**src/design/spq_pkg.sv**
```systemverilog
package spq_pkg;

    localparam int CAPACITY = 16;
    localparam int CNT_W    = $clog2(CAPACITY + 1);
    localparam int HELD_W   = 5;

    localparam logic OP_ENQ = 1'b0;
    localparam logic OP_DEQ = 1'b1;

    localparam logic [1:0] ST_ENQ   = 2'd0;
    localparam logic [1:0] ST_DEQ   = 2'd1;
    localparam logic [1:0] ST_EMPTY = 2'd2;
    localparam logic [1:0] ST_FULL  = 2'd3;

    typedef struct packed {
        logic               opcode;
        logic signed [31:0] item_value;
        logic signed [31:0] item_priority;
    } t_in_item;

    typedef struct packed {
        logic [1:0]         status;
        logic signed [31:0] out_value;
        logic signed [31:0] out_priority;
        logic [HELD_W-1:0]  held_count;
    } t_out_item;

    typedef enum logic {
        S_IDLE,
        S_EXEC
    } t_state;

    typedef struct packed {
        logic load_item;
        logic exec;
    } t_ctl_cmd;

endpackage

```
**src/design/spq_ctrl.sv**
```systemverilog
module spq_ctrl
    import spq_pkg::*;
(
    input  logic     i_clk,
    input  logic     i_rst_n,
    input  logic     i_in_valid,
    output logic     o_in_ready,
    output logic     o_out_valid,
    input  logic     i_out_ready,
    output t_ctl_cmd o_cmd
);

    t_state r_state;
    t_state n_state;
    logic   r_out_valid;
    logic   n_out_valid;

    always_ff @(posedge i_clk) begin
        if (!i_rst_n) begin
            r_state     <= S_IDLE;
            r_out_valid <= 1'b0;
        end else begin
            r_state     <= n_state;
            r_out_valid <= n_out_valid;
        end
    end

    always_comb begin
        n_state         = r_state;
        n_out_valid     = r_out_valid && !i_out_ready;
        o_in_ready      = 1'b0;
        o_cmd.load_item = 1'b0;
        o_cmd.exec      = 1'b0;
        case (r_state)
            S_IDLE: begin
                o_in_ready = 1'b1;
                if (i_in_valid) begin
                    o_cmd.load_item = 1'b1;
                    n_state         = S_EXEC;
                end
            end
            S_EXEC: begin
                // result slot must be free before the queue updates
                if (!r_out_valid || i_out_ready) begin
                    o_cmd.exec  = 1'b1;
                    n_out_valid = 1'b1;
                    n_state     = S_IDLE;
                end
            end
            default: begin
                n_state = S_IDLE;
            end
        endcase
    end

    assign o_out_valid = r_out_valid;

endmodule

```
**src/design/spq_datapath.sv**
```systemverilog
module spq_datapath
    import spq_pkg::*;
(
    input  logic      i_clk,
    input  logic      i_rst_n,
    input  t_ctl_cmd  i_cmd,
    input  t_in_item  i_in_item,
    output t_out_item o_out_item
);

    t_in_item           r_item;
    logic signed [31:0] r_val [CAPACITY];
    logic signed [31:0] r_pri [CAPACITY];
    logic [CNT_W-1:0]   r_count;
    logic [CNT_W-1:0]   n_count;
    t_out_item          r_out;
    t_out_item          n_out;

    logic [CAPACITY-1:0] w_lt;
    logic                w_full;
    logic                w_empty;
    logic                w_do_enq;
    logic                w_do_deq;
    logic [CNT_W+HELD_W-1:0] w_held_ext;

    // per-slot compare, only over occupied slots
    always_comb begin
        for (int i = 0; i < CAPACITY; i++) begin
            w_lt[i] = (CNT_W'(i) < r_count) && (r_pri[i] < r_item.item_priority);
        end
    end

    assign w_full   = (r_count == CNT_W'(CAPACITY));
    assign w_empty  = (r_count == '0);
    assign w_do_enq = (r_item.opcode == OP_ENQ) && !w_full;
    assign w_do_deq = (r_item.opcode == OP_DEQ) && !w_empty;

    always_comb begin
        n_count = r_count;
        if (w_do_enq) begin
            n_count = r_count + CNT_W'(1);
        end else if (w_do_deq) begin
            n_count = r_count - CNT_W'(1);
        end
        w_held_ext = {{HELD_W{1'b0}}, n_count};
        n_out.held_count   = w_held_ext[HELD_W-1:0];
        n_out.out_value    = '0;
        n_out.out_priority = '0;
        if (r_item.opcode == OP_ENQ) begin
            n_out.status = w_full ? ST_FULL : ST_ENQ;
        end else if (w_empty) begin
            n_out.status = ST_EMPTY;
        end else begin
            n_out.status       = ST_DEQ;
            n_out.out_value    = r_val[0];
            n_out.out_priority = r_pri[0];
        end
    end

    always_ff @(posedge i_clk) begin
        if (!i_rst_n) begin
            r_count <= '0;
        end else if (i_cmd.exec) begin
            r_count <= n_count;
        end
    end

    always_ff @(posedge i_clk) begin
        if (i_cmd.load_item) begin
            r_item <= i_in_item;
        end
        if (i_cmd.exec) begin
            r_out <= n_out;
        end
    end

    // compare-and-shift across all slots
    always_ff @(posedge i_clk) begin
        if (i_cmd.exec && w_do_enq) begin
            for (int i = 0; i < CAPACITY; i++) begin
                if (!w_lt[i]) begin
                    if (i == 0) begin
                        r_val[i] <= r_item.item_value;
                        r_pri[i] <= r_item.item_priority;
                    end else if (w_lt[i-1]) begin
                        r_val[i] <= r_item.item_value;
                        r_pri[i] <= r_item.item_priority;
                    end else begin
                        r_val[i] <= r_val[i-1];
                        r_pri[i] <= r_pri[i-1];
                    end
                end
            end
        end else if (i_cmd.exec && w_do_deq) begin
            for (int i = 0; i < CAPACITY - 1; i++) begin
                r_val[i] <= r_val[i+1];
                r_pri[i] <= r_pri[i+1];
            end
        end
    end

    assign o_out_item = r_out;

endmodule

```
**src/design/sorted_priority_queue.sv**
```systemverilog
// Sorted priority queue holding up to CAPACITY (value, signed priority) entries in
// ascending priority order; a dequeue returns the smallest priority, and among equal
// priorities the most recently enqueued entry leaves first. Every input beat yields
// exactly one result beat carrying a status (enqueued, dequeued, empty error, full
// error), the removed value and priority (zero unless dequeued) and the count held
// afterwards. Each item is first registered; then, once the output register is free
// or being read, all slots compare against the new priority in parallel and shift by
// one place. The next item is taken while a finished result still waits there.
module sorted_priority_queue
    import spq_pkg::*;
(
    input  logic      i_clk,
    input  logic      i_rst_n,
    input  logic      i_in_valid,
    output logic      o_in_ready,
    input  t_in_item  i_in_item,
    output logic      o_out_valid,
    input  logic      i_out_ready,
    output t_out_item o_out_item
);

    t_ctl_cmd w_cmd;

    spq_ctrl u_ctrl (
        .i_clk       (i_clk),
        .i_rst_n     (i_rst_n),
        .i_in_valid  (i_in_valid),
        .o_in_ready  (o_in_ready),
        .o_out_valid (o_out_valid),
        .i_out_ready (i_out_ready),
        .o_cmd       (w_cmd)
    );

    spq_datapath u_datapath (
        .i_clk      (i_clk),
        .i_rst_n    (i_rst_n),
        .i_cmd      (w_cmd),
        .i_in_item  (i_in_item),
        .o_out_item (o_out_item)
    );

endmodule

```
**config.mk**
```make
export PLATFORM = sky130hd
export DESIGN_NAME = sorted_priority_queue
export DESIGN_NICKNAME = d
export VERILOG_FILES = /design/src/design/spq_pkg.sv /design/src/design/spq_ctrl.sv /design/src/design/spq_datapath.sv /design/src/design/sorted_priority_queue.sv
export SDC_FILE = /design/constraint.sdc
export NUM_CORES = 2
export LEC_CHECK = 0
export ABC_AREA = 1
export BUFFER_PORTS_ARGS = -buffer_cell sky130_fd_sc_hd__clkbuf_2
export CAP_MARGIN = 0
export CORE_UTILIZATION = 25
export CTS_CLUSTER_SIZE = 30
export DETAILED_ROUTE_END_ITERATION = 10
export GPL_ROUTABILITY_DRIVEN = 1
export GPL_TIMING_DRIVEN = 0
export PLACE_DENSITY = 0.38
export SLEW_MARGIN = 20
export SYNTH_ARGS = -nofsm -noshare
export SYNTH_HDL_FRONTEND = slang
export SYNTH_SLANG_ARGS = --single-unit
```
**constraint.sdc**
```tcl
create_clock -name i_clk -period 6.3 [get_ports i_clk]
set_clock_uncertainty 0.15 [all_clocks]
set_input_delay 0.63 -clock i_clk [delete_from_list [all_inputs] [get_ports i_clk]]
set_output_delay 0.63 -clock i_clk [all_outputs]
set_load 0.02 [all_outputs]
```
==> impl_metrics.toml <==
[global_routing]
grt_usage_pct = 18.7
grt_max_degree = 65
grt-ovfl-total = 0
grt_pass1_wl_mm = 421
first_global_vias = 63500
antenna_found_initial = 11

[critical_path]
worst_setup_path_start_kind = "flop"
cp_cell_sequence = "clkbuf_1 > clkinv_2 > ha_1 > nand2_1 > o21ai_0 > nand2_1 > nand2_1 > nand2_1 > nand2_1 > nand2_1 > nand3_1 > nand3_1 > nand2_1 > clkbuf_1 > buf_2 > nand2_4 > buf_16"
crit_top_cell = "nand2_1"
cp.required_ns = 6.68
cp_max_fo = 44
worstSetupEndpointType = "flop"
crit_type = "flop to flop"
cpMaxStageDelayCell = "clkinv_2"
arrival_ns = 6.05
path_buf_inv = 5
path_delay_family = "buffers and inverters"
cpPeakStageDelay_ns = 0.76

[logic_synthesis]
synth_edf_count = 1160
yosysMostFrequentCell = "nand2_1"
synthesis.area_um2 = 74600
syn_nets = 9938
ys_async_sr_fraction_pct = 0
ys_top_cells_by_area = "edfxtp_1 (47%), nand2_1 (20%), ha_1 (8.4%)"
syn_inst = 9370
ys_ff_latch = 1167
synth_top_area_share_pct = 46.7
ys_types = 41
synth_top_area_cell = "edfxtp_1"
synth_commonest_cells = "nand2_1 (3,955), edfxtp_1 (1,160), nand4_1 (860), inv_1 (727), nand3_1 (590)"
avgSynthCellArea_um2 = 7.96
synth_warnings = 0
ys_seq_area_share_pct = 46.9
synth_ff_type = "edfxtp_1"

[power_and_ir_drop]
power_frac_clock_pct = 42.1
p_seq_share_pct = 42.8
p_per_area_nw_per_um2 = 255
p_int_uw = 15700
p_leak_uw = 0.0392
p_sw_uw = 6440
p_comb_share_pct = 15.1
vdd_drop_max_uv = 169
switching_share_pct = 29.0

[routing]
first_pass_iters = 9
drtAntennaViolNets = 0
totalWireLength_mm = 285
drc = 2
viasPerCell = 4.59
vias = 63600
dr.first_iter.drc_count = 4736
wire_per_inst_um = 20.6

[timing]
rsz0062_at_grt = "false"
setup_viol = 0
max_slew.worst_pin.slew_ns = 1.15
setup_tns_ns = 0
slew_violations = 0
timing.fmax_mhz = 177
slew_headroom_pct = 23.3
min_period_ns = 5.66
worst_slack_ns = 0.636
hold_violations = 0
holdWs_ns = 0.0826
min_period_over_period_pct = 89.9

[clock_network]
clk_path_buf_depth = 4
cts_sinks = 1167
cts_resized = 0
cts_tree = "done"
clk_transition_reported_paths_ns = 0.06
cts_buffers = 170
cts-root-buf = "clkbuf_16"
cts_setup_buffers = 0
ctsHtreeMaxLevel = 4
insertion_delay_ns = 0.86

[layout]
areaGrowthSynthToFinish_pct = 16.5
drive_gt1_share_pct = 7.82
nets = 10300
multi_input_area_um2 = 33700
final_cells = 13800
fillers = 32500
register_area_um2 = 35000

[die]
die_h_um = 548
design.die.area_um2 = 300000
rows = 200
ioPinCount = 142
core-area_um2 = 297000
die_x_um = 548
initial_core_util_pct = 25.1

[place]
placed_cells = 13500
gp_congestion = 0.873
place_ws_ns = 0.0835
port_buffers = 141
dp_hpwl_mm = 236

[job]
maxCapViolations = 0

[min_path]
hp-class = "input pin to flop"

[run_status]
status = "finished, violations left"
violations = "DRC"
[per-layer routing]
layer	global-route usage, %	vias to the layer above	wire length, µm
li1	-	32500	-
met2	29.2	1516	123000
met5	0	-	0
met1	27.3	29300	142000
met3	2.29	292	13300
met4	4.21	0	6520
[through the flow]
stage               area (µm²)  total power (µW)  utilization [%]
floorplan                74600             11700                -
global placement         80200             12900             27.0
detailed placement       80900             13000             27.3
CTS                      86800             22500             29.3
global route             86800             23200             29.3
finish                   86800             22200             29.3
[flip-flops by register name, indices dropped and copies added (netlist names)]
register	count
u_datapath.o_out_item	71
u_ctrl.r_state	1
u_datapath.r_count	5
u_ctrl.o_out_valid	1
u_datapath.r_val	512
u_datapath.r_pri	512
u_datapath.r_item	65
[power by group through the flow]
stage	clock [µW]	sequential (µW)	combinational, µW
floorplan	0	9580	2080
global placement	0	9710	3200
detailed placement	0	9650	3340
CTS	9640	9490	3380
global route	9870	9540	3790
finish	9330	9500	3340
[worst register-to-register path, stage by stage, from the launching register on]
cell and delay (ns):
edfxtp_1 0.35, clkbuf_1 0.61, clkinv_2 0.77, ha_1 0.58, nand2_1 0.04, o21ai_0 0.25
nand2_1 0.08, nand2_1 0.12, nand2_1 0.07, nand2_1 0.11, nand2_1 0.10, nand3_1 0.09
nand3_1 0.11, nand2_1 0.15, clkbuf_1 0.75, buf_2 0.39, nand2_4 0.28, buf_16 0.32
[layout by cell type, fill, tap and decap left out, drive strengths merged, types with 8 or more instances in the layout]
cell         netlist  final
nand2           3957   3957
edfxtp          1160   1160
nand4            860    860
inv              731    747
clkbuf           320    681
nand3            600    600
ha               499    499
buf              351    374
nor2             308    308
a21oi            238    238
o21ai            208    208
clkinv            31     77
dlygate4sd3        0     67
nor3              20     20
o21a              17     17
a31oi             14     14
bufinv             0     13
o211ai            12     12
diode              0     10
a211oi             8      8
[cells by family after synthesis]
family | Yosys count | share of synthesized area, %
and+or+nand+nor | 5762 | 33.1
buffers and inverters | 1433 | 8.01
DFF | 1167 | 46.9
AOI/OAI and AO/OA | 506 | 3.58
adders and majority gates | 499 | 8.37
xor gates and xnor gates | 3 | 0.0353
[worst paths after layout]
check / slack, ns / start / to / cells past startpoint
worst max-delay path: 0.64 / u_datapath.r_item[3] / u_datapath.r_pri[1][206] / 17
worst min-delay path: 0.08 / i_rst_n / u_ctrl.o_out_valid / 2
worst max register to register: 0.64 / u_datapath.r_item[3] / u_datapath.r_pri[1][206] / 17
worst min register to register: 0.36 / u_datapath.r_val[3][97] / u_datapath.r_val[3][65] / 2
[timing repair]
item / in CTS / in global routing
hold endpoints to repair: 67 / 0
endpoints found under the setup margin: 0 / 0
hold buffers: 67 / 0
[layout make-up]
class                      instances  share of cell area [%]
antenna                           10                  0.0288
buffer                           671                    3.59
clock buffer                     220                    5.21
clock inverter                    76                   0.800
inverter                         762                    3.32
multi-input combinational       6770                    38.8
sequential                      1167                    40.3
tap                             3939                    5.68
timing repair buffer             231                    2.24
Note: power is estimated with default switching activity, not from simulation.
